`src/rtl/core/dwrd_pkg.sv`:
```
// ----------------------------------------------------------------------------
// dwrd_pkg
// Types and constants shared by the date window record decoder.
// ----------------------------------------------------------------------------
package dwrd_pkg;

  // register stages of one calendar conversion unit
  localparam int unsigned CalStages = 6;

  localparam logic [15:0] EpochMjd  = 16'd51604;  // MJD of 2000-03-01
  localparam logic [15:0] Days100y  = 16'd36524;
  localparam logic [10:0] Days4y    = 11'd1461;
  localparam logic [10:0] Days1y    = 11'd365;
  localparam logic [11:0] Recip4y   = 12'd2870;   // floor(2^22 / 1461)
  localparam int unsigned Recip4yShift = 22;
  localparam logic [10:0] MonMul    = 11'd1071;
  localparam logic [18:0] MonAdd    = 19'd450;
  localparam logic [9:0]  DomMul    = 10'd979;
  localparam logic [13:0] DomAdd    = 14'd16;
  localparam logic [11:0] BaseYear  = 12'd2000;
  localparam logic [7:0]  Years100  = 8'd100;
  localparam logic [4:0]  MonShift  = 5'd3;
  localparam logic [4:0]  MonsYear  = 5'd12;

  typedef struct packed {
    logic [7:0]  group_id;
    logic [7:0]  hold_hours;
    logic [15:0] net_id;
    logic [15:0] ts_id;
  } dwrd_pass_t;

  // day counts are already rebased to 2000-03-01, modulo 2^16
  typedef struct packed {
    logic [15:0] day_start;
    logic [15:0] day_end;
    dwrd_pass_t  pass;
  } dwrd_entry_t;

endpackage

```
`src/rtl/core/dwrd_if.sv`:
```
// ----------------------------------------------------------------------------
// dwrd_if
// Valid/ready channels for control records and decoded date windows.
// ----------------------------------------------------------------------------
interface dwrd_in_if;
  logic        valid;
  logic        ready;
  logic [7:0]  group_id;
  logic [15:0] reference_day;
  logic [7:0]  days_back;
  logic [7:0]  span_days;
  logic [7:0]  hold_hours;
  logic [15:0] net_id;
  logic [15:0] ts_id;

  modport source (
    output valid, group_id, reference_day, days_back, span_days, hold_hours,
           net_id, ts_id,
    input  ready
  );
  modport sink (
    input  valid, group_id, reference_day, days_back, span_days, hold_hours,
           net_id, ts_id,
    output ready
  );
endinterface

interface dwrd_out_if;
  logic        valid;
  logic        ready;
  logic [7:0]  group_out;
  logic [11:0] start_year;
  logic [3:0]  start_month;
  logic [4:0]  start_date;
  logic [11:0] end_year;
  logic [3:0]  end_month;
  logic [4:0]  end_date;
  logic [7:0]  hold_out;
  logic [15:0] network_out;
  logic [15:0] transport_out;

  modport source (
    output valid, group_out, start_year, start_month, start_date, end_year,
           end_month, end_date, hold_out, network_out, transport_out,
    input  ready
  );
  modport sink (
    input  valid, group_out, start_year, start_month, start_date, end_year,
           end_month, end_date, hold_out, network_out, transport_out,
    output ready
  );
endinterface

```
`src/rtl/core/date_window_record_decoder_core.sv`:
```
// ----------------------------------------------------------------------------
// date_window_record_decoder_core
// Decodes a control record into start and end calendar dates.
// ----------------------------------------------------------------------------
// Path: the front register loads on acceptance, then the queue write and six
//   conversion stages lead to result valid. The pipeline is fully staged.
// Throughput: one request per cycle unless the output stalls the pipeline.
// Reset: rst_ni clears the front, queue and pipeline valid state at once.
// ----------------------------------------------------------------------------
module date_window_record_decoder_core #(
  parameter int unsigned QUEUE_DEPTH = 2
) (
  input  logic        clk_i,
  input  logic        rst_ni,
  dwrd_in_if.sink     in_i,
  dwrd_out_if.source  out_o
);
  import dwrd_pkg::*;

  logic        front_valid, front_ready;
  dwrd_entry_t front_entry;
  logic        queue_valid, queue_ready;
  dwrd_entry_t queue_entry;

  dwrd_front u_front (
    .clk_i         (clk_i),
    .rst_ni        (rst_ni),
    .in_i          (in_i),
    .entry_valid_o (front_valid),
    .entry_ready_i (front_ready),
    .entry_o       (front_entry)
  );

  dwrd_fifo #(
    .DEPTH (QUEUE_DEPTH)
  ) u_fifo (
    .clk_i        (clk_i),
    .rst_ni       (rst_ni),
    .push_valid_i (front_valid),
    .push_ready_o (front_ready),
    .push_data_i  (front_entry),
    .pop_valid_o  (queue_valid),
    .pop_ready_i  (queue_ready),
    .pop_data_o   (queue_entry)
  );

  dwrd_back u_back (
    .clk_i         (clk_i),
    .rst_ni        (rst_ni),
    .entry_valid_i (queue_valid),
    .entry_ready_o (queue_ready),
    .entry_i       (queue_entry),
    .out_o         (out_o)
  );

endmodule

```
`src/rtl/core/dwrd_front.sv`:
```
// ----------------------------------------------------------------------------
// dwrd_front
// Accepts control records and forms rebased start and end day counts.
// ----------------------------------------------------------------------------
module dwrd_front (
  input  logic                clk_i,
  input  logic                rst_ni,
  dwrd_in_if.sink             in_i,
  output logic                entry_valid_o,
  input  logic                entry_ready_i,
  output dwrd_pkg::dwrd_entry_t entry_o
);
  import dwrd_pkg::*;

  logic        valid_q;
  dwrd_entry_t entry_q;
  dwrd_entry_t entry_d;
  logic        load;

  assign in_i.ready = !valid_q || entry_ready_i;
  assign load       = in_i.valid && in_i.ready;

  always_comb begin
    // all day arithmetic wraps at 16 bits
    entry_d.day_start = in_i.reference_day - {8'd0, in_i.days_back} - EpochMjd;
    entry_d.day_end   = entry_d.day_start + {8'd0, in_i.span_days} - 16'd1;
    entry_d.pass.group_id   = in_i.group_id;
    entry_d.pass.hold_hours = in_i.hold_hours;
    entry_d.pass.net_id     = in_i.net_id;
    entry_d.pass.ts_id      = in_i.ts_id;
  end

  always_ff @(posedge clk_i or negedge rst_ni) begin
    if (!rst_ni) begin
      valid_q <= 1'b0;
    end else if (in_i.ready) begin
      valid_q <= in_i.valid;
    end
  end

  always_ff @(posedge clk_i) begin
    if (load) begin
      entry_q <= entry_d;
    end
  end

  assign entry_valid_o = valid_q;
  assign entry_o       = entry_q;

endmodule

```
`src/rtl/core/dwrd_fifo.sv`:
```
// ----------------------------------------------------------------------------
// dwrd_fifo
// Short request queue between the front and the conversion pipeline.
// ----------------------------------------------------------------------------
module dwrd_fifo #(
  parameter int unsigned DEPTH = 2
) (
  input  logic                  clk_i,
  input  logic                  rst_ni,
  input  logic                  push_valid_i,
  output logic                  push_ready_o,
  input  dwrd_pkg::dwrd_entry_t push_data_i,
  output logic                  pop_valid_o,
  input  logic                  pop_ready_i,
  output dwrd_pkg::dwrd_entry_t pop_data_o
);
  import dwrd_pkg::*;

  localparam int unsigned PtrW = (DEPTH > 1) ? $clog2(DEPTH) : 1;
  localparam int unsigned CntW = $clog2(DEPTH + 1);

  dwrd_entry_t     mem_q [DEPTH];
  logic [PtrW-1:0] wr_ptr_q, wr_ptr_d;
  logic [PtrW-1:0] rd_ptr_q, rd_ptr_d;
  logic [CntW-1:0] count_q, count_d;
  logic            do_push, do_pop;

  assign push_ready_o = (count_q != CntW'(DEPTH));
  assign pop_valid_o  = (count_q != '0);
  assign pop_data_o   = mem_q[rd_ptr_q];
  assign do_push      = push_valid_i && push_ready_o;
  assign do_pop       = pop_valid_o && pop_ready_i;

  always_comb begin
    wr_ptr_d = wr_ptr_q;
    rd_ptr_d = rd_ptr_q;
    count_d  = count_q;
    if (do_push) begin
      wr_ptr_d = (wr_ptr_q == PtrW'(DEPTH - 1)) ? '0 : wr_ptr_q + 1'b1;
    end
    if (do_pop) begin
      rd_ptr_d = (rd_ptr_q == PtrW'(DEPTH - 1)) ? '0 : rd_ptr_q + 1'b1;
    end
    if (do_push && !do_pop) begin
      count_d = count_q + 1'b1;
    end else if (do_pop && !do_push) begin
      count_d = count_q - 1'b1;
    end
  end

  always_ff @(posedge clk_i or negedge rst_ni) begin
    if (!rst_ni) begin
      wr_ptr_q <= '0;
      rd_ptr_q <= '0;
      count_q  <= '0;
    end else begin
      wr_ptr_q <= wr_ptr_d;
      rd_ptr_q <= rd_ptr_d;
      count_q  <= count_d;
    end
  end

  always_ff @(posedge clk_i) begin
    if (do_push) begin
      mem_q[wr_ptr_q] <= push_data_i;
    end
  end

endmodule

```
`src/rtl/core/dwrd_cal.sv`:
```
// ----------------------------------------------------------------------------
// dwrd_cal
// Six-stage day count to calendar date conversion, epoch 2000-03-01.
// ----------------------------------------------------------------------------
module dwrd_cal (
  input  logic        clk_i,
  input  logic        en_i,
  input  logic [15:0] day_i,
  output logic [11:0] year_o,
  output logic [3:0]  month_o,
  output logic [4:0]  date_o
);
  import dwrd_pkg::*;

  // stage 1: century split (the 16-bit count never reaches 400 years)
  logic        s1_q100_q, s1_q100_d;
  logic [15:0] s1_r100_q, s1_r100_d;
  // stage 2: reciprocal estimate of the 4-year quotient
  logic        s2_q100_q;
  logic [15:0] s2_r100_q;
  logic [4:0]  s2_qe_q, s2_qe_d;
  logic [27:0] s2_prod;
  // stage 3: correct the estimate
  logic        s3_q100_q;
  logic [4:0]  s3_q4_q, s3_q4_d;
  logic [10:0] s3_r4_q, s3_r4_d;
  logic [15:0] s3_mul, s3_rem;
  logic        s3_fix;
  // stage 4: year within the 4-year period, capped at 3
  logic        s4_q100_q;
  logic [4:0]  s4_q4_q;
  logic [1:0]  s4_q1_q, s4_q1_d;
  logic [8:0]  s4_r1_q, s4_r1_d;
  logic [10:0] s4_sub;
  // stage 5: month index from March, year offset
  logic [3:0]  s5_mraw_q, s5_mraw_d;
  logic [8:0]  s5_r1_q;
  logic [7:0]  s5_yoff_q, s5_yoff_d;
  logic [18:0] s5_sum;
  // stage 6: day of month, month wrap
  logic [11:0] s6_year_q, s6_year_d;
  logic [3:0]  s6_month_q, s6_month_d;
  logic [4:0]  s6_date_q, s6_date_d;
  logic [13:0] s6_sum;
  logic [8:0]  s6_dom;
  logic [4:0]  s6_mon;
  logic        s6_wrap;

  always_comb begin
    s1_q100_d = (day_i >= Days100y);
    s1_r100_d = s1_q100_d ? day_i - Days100y : day_i;

    // estimate is exact or one low for counts below 36524
    s2_prod = 28'(s1_r100_q) * 28'(Recip4y);
    s2_qe_d = s2_prod[Recip4yShift +: 5];

    s3_mul  = 16'(s2_qe_q) * 16'(Days4y);
    s3_rem  = s2_r100_q - s3_mul;
    s3_fix  = (s3_rem >= 16'(Days4y));
    s3_q4_d = s2_qe_q + 5'(s3_fix);
    s3_r4_d = s3_fix ? 11'(s3_rem - 16'(Days4y)) : 11'(s3_rem);

    if (s3_r4_q >= 11'(3 * Days1y)) begin
      s4_q1_d = 2'd3;
    end else if (s3_r4_q >= 11'(2 * Days1y)) begin
      s4_q1_d = 2'd2;
    end else if (s3_r4_q >= Days1y) begin
      s4_q1_d = 2'd1;
    end else begin
      s4_q1_d = 2'd0;
    end
    s4_sub  = 11'(s4_q1_d) * Days1y;
    s4_r1_d = 9'(s3_r4_q - s4_sub);

    s5_sum    = 19'(s4_r1_q) * 19'(MonMul) + MonAdd;
    s5_mraw_d = s5_sum[18:15];
    s5_yoff_d = (s4_q100_q ? Years100 : 8'd0) + {1'b0, s4_q4_q, 2'b00}
              + {6'd0, s4_q1_q};

    s6_sum     = 14'(s5_mraw_q) * 14'(DomMul) + DomAdd;
    s6_dom     = s5_r1_q - s6_sum[13:5] + 9'd1;
    s6_date_d  = s6_dom[4:0];
    s6_mon     = {1'b0, s5_mraw_q} + MonShift;
    s6_wrap    = (s6_mon > MonsYear);
    s6_month_d = s6_wrap ? 4'(s6_mon - MonsYear) : 4'(s6_mon);
    s6_year_d  = BaseYear + {4'd0, s5_yoff_q} + 12'(s6_wrap);
  end

  always_ff @(posedge clk_i) begin
    if (en_i) begin
      s1_q100_q  <= s1_q100_d;
      s1_r100_q  <= s1_r100_d;
      s2_q100_q  <= s1_q100_q;
      s2_r100_q  <= s1_r100_q;
      s2_qe_q    <= s2_qe_d;
      s3_q100_q  <= s2_q100_q;
      s3_q4_q    <= s3_q4_d;
      s3_r4_q    <= s3_r4_d;
      s4_q100_q  <= s3_q100_q;
      s4_q4_q    <= s3_q4_q;
      s4_q1_q    <= s4_q1_d;
      s4_r1_q    <= s4_r1_d;
      s5_mraw_q  <= s5_mraw_d;
      s5_r1_q    <= s4_r1_q;
      s5_yoff_q  <= s5_yoff_d;
      s6_year_q  <= s6_year_d;
      s6_month_q <= s6_month_d;
      s6_date_q  <= s6_date_d;
    end
  end

  assign year_o  = s6_year_q;
  assign month_o = s6_month_q;
  assign date_o  = s6_date_q;

endmodule

```
`src/rtl/core/dwrd_back.sv`:
```
// ----------------------------------------------------------------------------
// dwrd_back
// Conversion pipeline for start and end days, with the result register.
// ----------------------------------------------------------------------------
module dwrd_back (
  input  logic                  clk_i,
  input  logic                  rst_ni,
  input  logic                  entry_valid_i,
  output logic                  entry_ready_o,
  input  dwrd_pkg::dwrd_entry_t entry_i,
  dwrd_out_if.source            out_o
);
  import dwrd_pkg::*;

  logic [CalStages-1:0] valid_q;
  dwrd_pass_t           pass_q [CalStages];
  logic                 advance;

  // whole pipeline moves together; it only holds when the last stage is stuck
  assign advance       = !valid_q[CalStages-1] || out_o.ready;
  assign entry_ready_o = advance;

  always_ff @(posedge clk_i or negedge rst_ni) begin
    if (!rst_ni) begin
      valid_q <= '0;
    end else if (advance) begin
      valid_q <= {valid_q[CalStages-2:0], entry_valid_i};
    end
  end

  always_ff @(posedge clk_i) begin
    if (advance) begin
      pass_q[0] <= entry_i.pass;
      for (int i = 1; i < CalStages; i++) begin
        pass_q[i] <= pass_q[i-1];
      end
    end
  end

  dwrd_cal u_cal_start (
    .clk_i   (clk_i),
    .en_i    (advance),
    .day_i   (entry_i.day_start),
    .year_o  (out_o.start_year),
    .month_o (out_o.start_month),
    .date_o  (out_o.start_date)
  );

  dwrd_cal u_cal_end (
    .clk_i   (clk_i),
    .en_i    (advance),
    .day_i   (entry_i.day_end),
    .year_o  (out_o.end_year),
    .month_o (out_o.end_month),
    .date_o  (out_o.end_date)
  );

  assign out_o.valid         = valid_q[CalStages-1];
  assign out_o.group_out     = pass_q[CalStages-1].group_id;
  assign out_o.hold_out      = pass_q[CalStages-1].hold_hours;
  assign out_o.network_out   = pass_q[CalStages-1].net_id;
  assign out_o.transport_out = pass_q[CalStages-1].ts_id;

endmodule

```
`src/flat_wrapper.sv`:
```
// flat-port wrapper written by rule: the top's interface ports become plain ports
module date_window_record_decoder_core_flat import dwrd_pkg::*;
#(
  parameter int unsigned QUEUE_DEPTH = 2
)
  (clk_i, rst_ni, in_i_valid, in_i_group_id, in_i_reference_day, in_i_days_back, in_i_span_days, in_i_hold_hours, in_i_net_id, in_i_ts_id, in_i_ready, out_o_valid, out_o_group_out, out_o_start_year, out_o_start_month, out_o_start_date, out_o_end_year, out_o_end_month, out_o_end_date, out_o_hold_out, out_o_network_out, out_o_transport_out, out_o_ready);
  dwrd_in_if in_i_i ();
  dwrd_out_if out_o_i ();
  input  logic clk_i;
  input  logic rst_ni;
  input wire logic [$bits(in_i_i.valid)-1:0] in_i_valid;
  input wire logic [$bits(in_i_i.group_id)-1:0] in_i_group_id;
  input wire logic [$bits(in_i_i.reference_day)-1:0] in_i_reference_day;
  input wire logic [$bits(in_i_i.days_back)-1:0] in_i_days_back;
  input wire logic [$bits(in_i_i.span_days)-1:0] in_i_span_days;
  input wire logic [$bits(in_i_i.hold_hours)-1:0] in_i_hold_hours;
  input wire logic [$bits(in_i_i.net_id)-1:0] in_i_net_id;
  input wire logic [$bits(in_i_i.ts_id)-1:0] in_i_ts_id;
  output wire logic [$bits(in_i_i.ready)-1:0] in_i_ready;
  output wire logic [$bits(out_o_i.valid)-1:0] out_o_valid;
  output wire logic [$bits(out_o_i.group_out)-1:0] out_o_group_out;
  output wire logic [$bits(out_o_i.start_year)-1:0] out_o_start_year;
  output wire logic [$bits(out_o_i.start_month)-1:0] out_o_start_month;
  output wire logic [$bits(out_o_i.start_date)-1:0] out_o_start_date;
  output wire logic [$bits(out_o_i.end_year)-1:0] out_o_end_year;
  output wire logic [$bits(out_o_i.end_month)-1:0] out_o_end_month;
  output wire logic [$bits(out_o_i.end_date)-1:0] out_o_end_date;
  output wire logic [$bits(out_o_i.hold_out)-1:0] out_o_hold_out;
  output wire logic [$bits(out_o_i.network_out)-1:0] out_o_network_out;
  output wire logic [$bits(out_o_i.transport_out)-1:0] out_o_transport_out;
  input wire logic [$bits(out_o_i.ready)-1:0] out_o_ready;
  assign in_i_i.valid = in_i_valid;
  assign in_i_i.group_id = in_i_group_id;
  assign in_i_i.reference_day = in_i_reference_day;
  assign in_i_i.days_back = in_i_days_back;
  assign in_i_i.span_days = in_i_span_days;
  assign in_i_i.hold_hours = in_i_hold_hours;
  assign in_i_i.net_id = in_i_net_id;
  assign in_i_i.ts_id = in_i_ts_id;
  assign in_i_ready = in_i_i.ready;
  assign out_o_valid = out_o_i.valid;
  assign out_o_group_out = out_o_i.group_out;
  assign out_o_start_year = out_o_i.start_year;
  assign out_o_start_month = out_o_i.start_month;
  assign out_o_start_date = out_o_i.start_date;
  assign out_o_end_year = out_o_i.end_year;
  assign out_o_end_month = out_o_i.end_month;
  assign out_o_end_date = out_o_i.end_date;
  assign out_o_hold_out = out_o_i.hold_out;
  assign out_o_network_out = out_o_i.network_out;
  assign out_o_transport_out = out_o_i.transport_out;
  assign out_o_i.ready = out_o_ready;
  date_window_record_decoder_core #(.QUEUE_DEPTH(QUEUE_DEPTH)) u_core (.clk_i(clk_i), .rst_ni(rst_ni), .in_i(in_i_i), .out_o(out_o_i));
endmodule
```
`config.mk`:
```
export PLATFORM = sky130hd
export DESIGN_NAME = date_window_record_decoder_core_flat
export DESIGN_NICKNAME = d
export VERILOG_FILES = /design/src/rtl/core/dwrd_pkg.sv /design/src/rtl/core/dwrd_if.sv /design/src/rtl/core/date_window_record_decoder_core.sv /design/src/rtl/core/dwrd_front.sv /design/src/rtl/core/dwrd_fifo.sv /design/src/rtl/core/dwrd_cal.sv /design/src/rtl/core/dwrd_back.sv /design/src/flat_wrapper.sv
export SDC_FILE = /design/constraint.sdc
export NUM_CORES = 2
export LEC_CHECK = 0
export BUFFER_PORTS_ARGS = -buffer_cell sky130_fd_sc_hd__buf_2
export CAP_MARGIN = 20
export CORE_ASPECT_RATIO = 1.1
export CORE_MARGIN = 10
export CORE_UTILIZATION = 58
export DETAILED_ROUTE_END_ITERATION = 12
export PLACE_DENSITY = 0.74
export SLEW_MARGIN = 15
export SYNTH_ARGS = -nofsm -noshare
export SYNTH_HDL_FRONTEND = slang
export SYNTH_SLANG_ARGS = --single-unit
```
`constraint.sdc`:
```
create_clock -name clk_i -period 28.6 [get_ports clk_i]
set_input_delay 4.29 -clock clk_i [delete_from_list [all_inputs] [get_ports clk_i]]
set_output_delay 4.29 -clock clk_i [all_outputs]
set_load 0.02 [all_outputs]
```
; Word-level counts from Yosys, hierarchy flattened
; Memory sizes are Yosys's and may differ from the RTL's.
; Cells that the tools add are included.
; Widths: inputs -> output; s select.
[word_totals]
regBits = 313
ram_bits = 448
in_bits = 84
out_inout_bits = 92
memories = 2
[mem_list]
columns = memory, words, word_bits, read_ports, rd_ports_with_merged_regs, write_ports, line_no
row1 = u_core.u_back.pass_q, 6, 48, 6, 0, 6, dwrd_back.sv:16  ; dwrd_pass_t pass_q [CalStages];
row2 = u_core.u_fifo.mem_q, 2, 80, 1, 0, 1, dwrd_fifo.sv:22  ; dwrd_entry_t mem_q [DEPTH];
[op_classes]
n_addsub = 38
n_mul = 10
order_cmp = 12
eq_ne = 1
muxes = 22
reduce_logical = 13
[ops]
columns = op, count
row1 = $mul 16x11->26 const B, 2
row2 = $sub 16x16->16 const B, 3
row3 = $add 19x9->19 const B, 2
row4 = $mul 9x11->19 const B, 2
row5 = $ge 16x11->1 const B, 2
row6 = $ge 16x16->1 const B, 2
row7 = $mul 5x11->16 const B, 2
row8 = $mux 16, 2
row9 = $sub 16x16->16, 2
row10 = $add 11x8->12 const A, 2
row11 = $add 12x1->12, 2
row12 = $ge 11x10->1 const B, 2
row13 = $ge 11x11->1 const B, 2
row14 = $ge 11x9->1 const B, 2
row15 = $mux 11, 2
row16 = $sub 11x11->11 const B, 2
row17 = $add 10x5->10 const B, 2
row18 = $mul 4x10->10 const B, 2
row19 = $mul 2x9->9 const B, 2
row20 = $sub 9x9->9, 2
row21 = $add 16x8->16, 1
row22 = $add 8x2->8, 2
row23 = $add 8x7->8, 2
row24 = $sub 16x1->16 const B, 1
row25 = 19 further kinds, 49

; Longest topological paths before layout
[logic_depth]
ltp_word = 6
depth_mapped = 23
depth_no_buf = 22

; Hierarchy
; A second synthesis with hierarchy kept.
[unflattened]
hier_cells = 3119
area_unflattened_um2 = 43703.2
[modules_own_cells]
columns = module, n_inst, cells_each, area_each_um2
row1 = dwrd_cal at u_core.u_back.u_cal_end, 1, 1097, 12134.1
row2 = dwrd_cal at u_core.u_back.u_cal_start, 1, 1120, 12131.6
row3 = dwrd_back, 1, 302, 8906.0
row4 = dwrd_fifo, 1, 267, 6367.4
row5 = dwrd_front, 1, 333, 4164.0

; Worst setup path before layout
; Ideal clock, no wire load.
[synth_timing]
kind = input-to-reg
start = input port out_o_ready
end = register u_core.u_fifo.count_q[1]
setup_ns = 0.079
arrival_time_ns = 22.790
t_required_ns = 28.521
path_slack_ns = 5.731
cell_stages = 6
n_path_buf = 1
path_cell_list = nand2b_1 -> clkbuf_1 -> o21ai_0 -> ha_1 -> nor2_1 -> xor2_1
[synth_via]
elab_chain_cells = 5
word_cells_on_any_way = 7
cone_classes = mux: 1 / reduce/logical: 6
[synth_lines]
columns = item, line_no
row1 = start: declaration, flat_wrapper.sv:31  ; input wire logic [$bits(out_o_i.ready)-1:0] out_o_ready;
row2 = $logic_or 1x1->1 (*), dwrd_back.sv:20  ; assign advance = !valid_q[CalStages-1] || out_o.ready;
row3 = $logic_and 1x1->1 (*), dwrd_fifo.sv:32  ; assign do_pop = pop_valid_o && pop_ready_i;
row4 = $logic_not 1->1, dwrd_fifo.sv:44  ; if (do_push && !do_pop) begin
row5 = $logic_and 1x1->1, dwrd_fifo.sv:44
row6 = $mux 2 / $reduce_bool 2->1 (equally long branches), -
row7 = end signal: assignment, dwrd_fifo.sv:59  ; count_q <= count_d;
row8 = end: declaration, dwrd_fifo.sv:25  ; logic [CntW-1:0] count_q, count_d;
; Every way passes the cells marked *; elsewhere a longest branch is shown, timed or not.
; A chain may end at the register's enable or synchronous reset.

==> impl_results.md <==
* Die ar. at 0.0842 mm2
* Clock latency on the worst-skew pair at 0.64 ns
* Critical Path Start: in_i_days_back[1]
* Cells after Synth at 3009
* Post-synth ARST share at 0.0145
* CP Max Fanout at 4
* Crit path DAT at 8.20 ns
* Fill count at 5104
* Warnings, synthesis at 0
* CTS-repair resized insts at 0
* Reg clk slew, reported paths at 0.06 ns
* Synth top area cells: edfxtp_1 (53%), ha_1 (15%), fa_1 (10%)
* Slew margin rel. at 0.298
* Synthesized area at 0.0423 mm2
* Grt ovf at 0
* Clock sinks at 761
* Hold_sp: u_core.u_back.pass_q[4][47]
* Clock skew at 0.0393 ns
* Worst Setup Path Type: primary input to register
* Endpoints failing hold at 0
* Total wire length at 69.3 mm
* Dpl hpwl at 51.4 mm
* Synthesized area per cell at 14.1 um2
* Slowest-stage cell, CP: a2111oi_0
* Worst hold path type: register to register
* CP max stage delay at 0.46 ns
* Netlist cell types at 80
* Placed Cells at 4120
* GRT Resource Usage Total at 0.166
* FF+latch count, synth at 761
* Layout area overhead at 11.0%
* Cell accounting for the most synthesized area: edfxtp_1
* # nets final at 4069
* Vias in the first global route at 24.2k
* Initial Util at 0.588
* CTS Hold Bufs at 0
* IO Port Bufs at 175
* Number of CTS-inserted buffers at 77
* Ant. Diodes at 0
* Critical path endpoint category: register
* Post-synthesis sequential area ratio at 0.538
* Initial antenna violation count at 0
* RD Place Congestion at 0.851
* Crit path max-delay family: compound AO/OA/AOI/OAI gates
* Syn nets at 3822
* Root Driver: clkbuf_16
* Min Tclk post-route at 7.82 ns
* Largest net degree at the start of global routing at 94
* DRC at 0
* Total Neg Setup Slack at 0 ns
* Max Fclk at 128 MHz
* CTS Buffer Depth at 3
* Synth Flop Type: edfxtp_1
* Startpoint Class: primary input
* H-tree depth at 3
* Layout Cells excl Fill at 4263
* Routed Antenna Nets at 0
* Setup repair bufs after CTS at 0
* Die Y at 303 um
* DR vias at 22.5k
* Core box area at 0.0720 mm2
* Worst-Margin Slew at 1.05 ns
* Final clock period utilization by the worst path at 0.273
* Synth top area share at 0.532
* Die width at 278 um
* Pre-antenna DRT Iters at 5
* Req. time, crit path at 28.98 ns
* RSZ-0062 raised after global routing: false
* Max-slew violation count at 0
* WP buf/inv at 5
* Top Ports at 176
* Layout cells sized above 1 at 0.121
* Vias per cell at 5.28
* Outcome: completed
* First-pass GRT wire length at 116 mm
* Max-cap violations at 0
* Final setup viols at 0
* EDFF count, synth at 750
* FF-to-FF Start: u_core.u_back.u_cal_end.s2_qe_q[0]
* TritonCTS clock tree: yes
* Initial drt markers at 1067
* Crit-path cells: buf_2 -> inv_1 -> ha_1 -> ha_1 -> inv_1 -> fa_1 -> nor2b_1 -> o21a_1 -> or2_2 -> and2_1 -> nor2_1 -> inv_1 -> ha_1 -> inv_1 -> ha_1 -> a21boi_0 -> o211ai_1 -> a21oi_1 -> a2111oi_0 -> nor3_1 -> a31oi_1 -> xnor2_1
* Rows at 103
* Routed WL per cell at 16.3 um
## metrics by stage
step | utilization | area, um2 | hold WS [ns] | setup WS (ns)
final | 0.653 | 47000 | 0.406 | 20.78
after detailed placement | 0.617 | 44400 | 0.405 | 20.10
after global placement | 0.617 | 44400 | 0.401 | 20.24
after CTS | 0.652 | 47000 | 0.392 | 20.79
after global routing | 0.653 | 47000 | 0.408 | 20.46
after floorplan | - | 42300 | 0.400 | 5.73
## final cells by class
| class | count | area (um2) | share of cell area |
|---|---|---|---|
| clock buffers | 89 | 1990 | 0.0424 |
| clock inverters | 52 | 578 | 0.0123 |
| inverters | 585 | 2200 | 0.0467 |
| multi-input cells | 1643 | 17300 | 0.368 |
| flip-flops and latches | 761 | 22800 | 0.485 |
| well taps | 945 | 1180 | 0.0251 |
| repair buffers | 188 | 993 | 0.0211 |
## cell usage in the layout, fill, tap and decap left out, types with 14 or more instances in the layout
cell,synthesis,routed
a211oi_1,14,14
a21o_1,27,27
a21oi_1,82,82
a31oi_1,15,15
buf_2,6,175
clkbuf_16,0,78
clkinv_1,0,23
edfxtp_1,750,750
fa_1,216,216
ha_1,513,513
inv_1,584,584
mux2_2,68,68
mux2i_1,24,24
nand2_1,56,56
nand2b_1,25,24
nand3_1,23,23
nor2_1,69,68
nor2b_1,32,32
nor3_1,29,29
o21a_1,24,24
o21ai_0,52,52
xnor2_1,134,134
xor2_1,65,65
## logic make-up (layout without fill, tap and decap cells)
logic type	Yosys count	in the layout	synth area share
XOR/XNOR	199	199	0.0412
AND/OR/NAND/NOR	302	302	0.0366
adder cells (fa/ha/maj)	729	729	0.254
multiplexers	94	94	0.0244
buffers and inverters	605	914	0.0541
AO/OA/AOI/OAI	319	319	0.0518
flip-flops	761	761	0.538
## synth_stat cells, types with 24 or more instances
master / count
nand2_1: 56
nor3_1: 29
inv_1: 584
mux2_2: 68
o21a_1: 24
o21ai_0: 52
nor2_1: 69
xor2_1: 65
mux2i_1: 24
ha_1: 513
nor2b_1: 32
a21oi_1: 82
fa_1: 216
a21o_1: 27
edfxtp_1: 750
xnor2_1: 134
nand2b_1: 25
## worst register-to-register path: stages (launching register included)
cell and delay [ns]:
edfxtp_1 0.62, fa_1 0.62, inv_1 0.05, fa_1 0.47, inv_1 0.05, fa_1 0.52, inv_1 0.04, ha_1 0.38
and2_1 0.23, a221oi_1 0.47, nand2_1 0.19, a311oi_1 0.30, a211oi_1 0.10, mux2i_1 0.16, nand3_1 0.44, nor2_2 0.30
inv_1 0.07, ha_1 0.20, ha_1 0.21, xor2_1 0.16
## registers in the layout (all words and copies together) (netlist names), 9 cells and up
| name | cells |
|---|---|
| u_core.u_back.pass_q | 288 |
| u_core.u_fifo.mem_q | 160 |
| u_core.u_front.entry_o | 80 |
| u_core.u_back.u_cal_end.s1_r100_q | 16 |
| u_core.u_back.u_cal_end.s2_r100_q | 16 |
| u_core.u_back.u_cal_start.s1_r100_q | 16 |
| u_core.u_back.u_cal_start.s2_r100_q | 16 |
| u_core.u_back.u_cal_end.year_o | 12 |
| u_core.u_back.u_cal_start.year_o | 12 |
| u_core.u_back.u_cal_end.s3_r4_q | 11 |
| u_core.u_back.u_cal_start.s3_r4_q | 11 |
| u_core.u_back.u_cal_end.s4_r1_q | 9 |
| u_core.u_back.u_cal_start.s4_r1_q | 9 |
## path summary, 6_finish.rpt
path                                                 endpoint  slack (ns)  cells after the start
max                                u_core.u_front.entry_o[63]       20.78                     22
min                               u_core.u_back.pass_q[5][47]        0.41                      0
max reg2reg                u_core.u_back.u_cal_end.s3_q4_q[2]       22.72                     19
min reg2reg                       u_core.u_back.pass_q[5][47]        0.41                      0
max in group asynchronous              u_core.u_fifo.rd_ptr_q       24.85                      1
min in group asynchronous              u_core.u_fifo.rd_ptr_q        3.52                      1
## per-layer routing
layer | wire [um] | GRT usage
met3 | 2400 | 0.0263
met4 | 1400 | 0.0516
met5 | 0 | 0
met1 | 28900 | 0.197
met2 | 36600 | 0.307
Power is not shown: default switching activity piles up to over one toggle a cycle in this logic, so the estimate is an artifact.
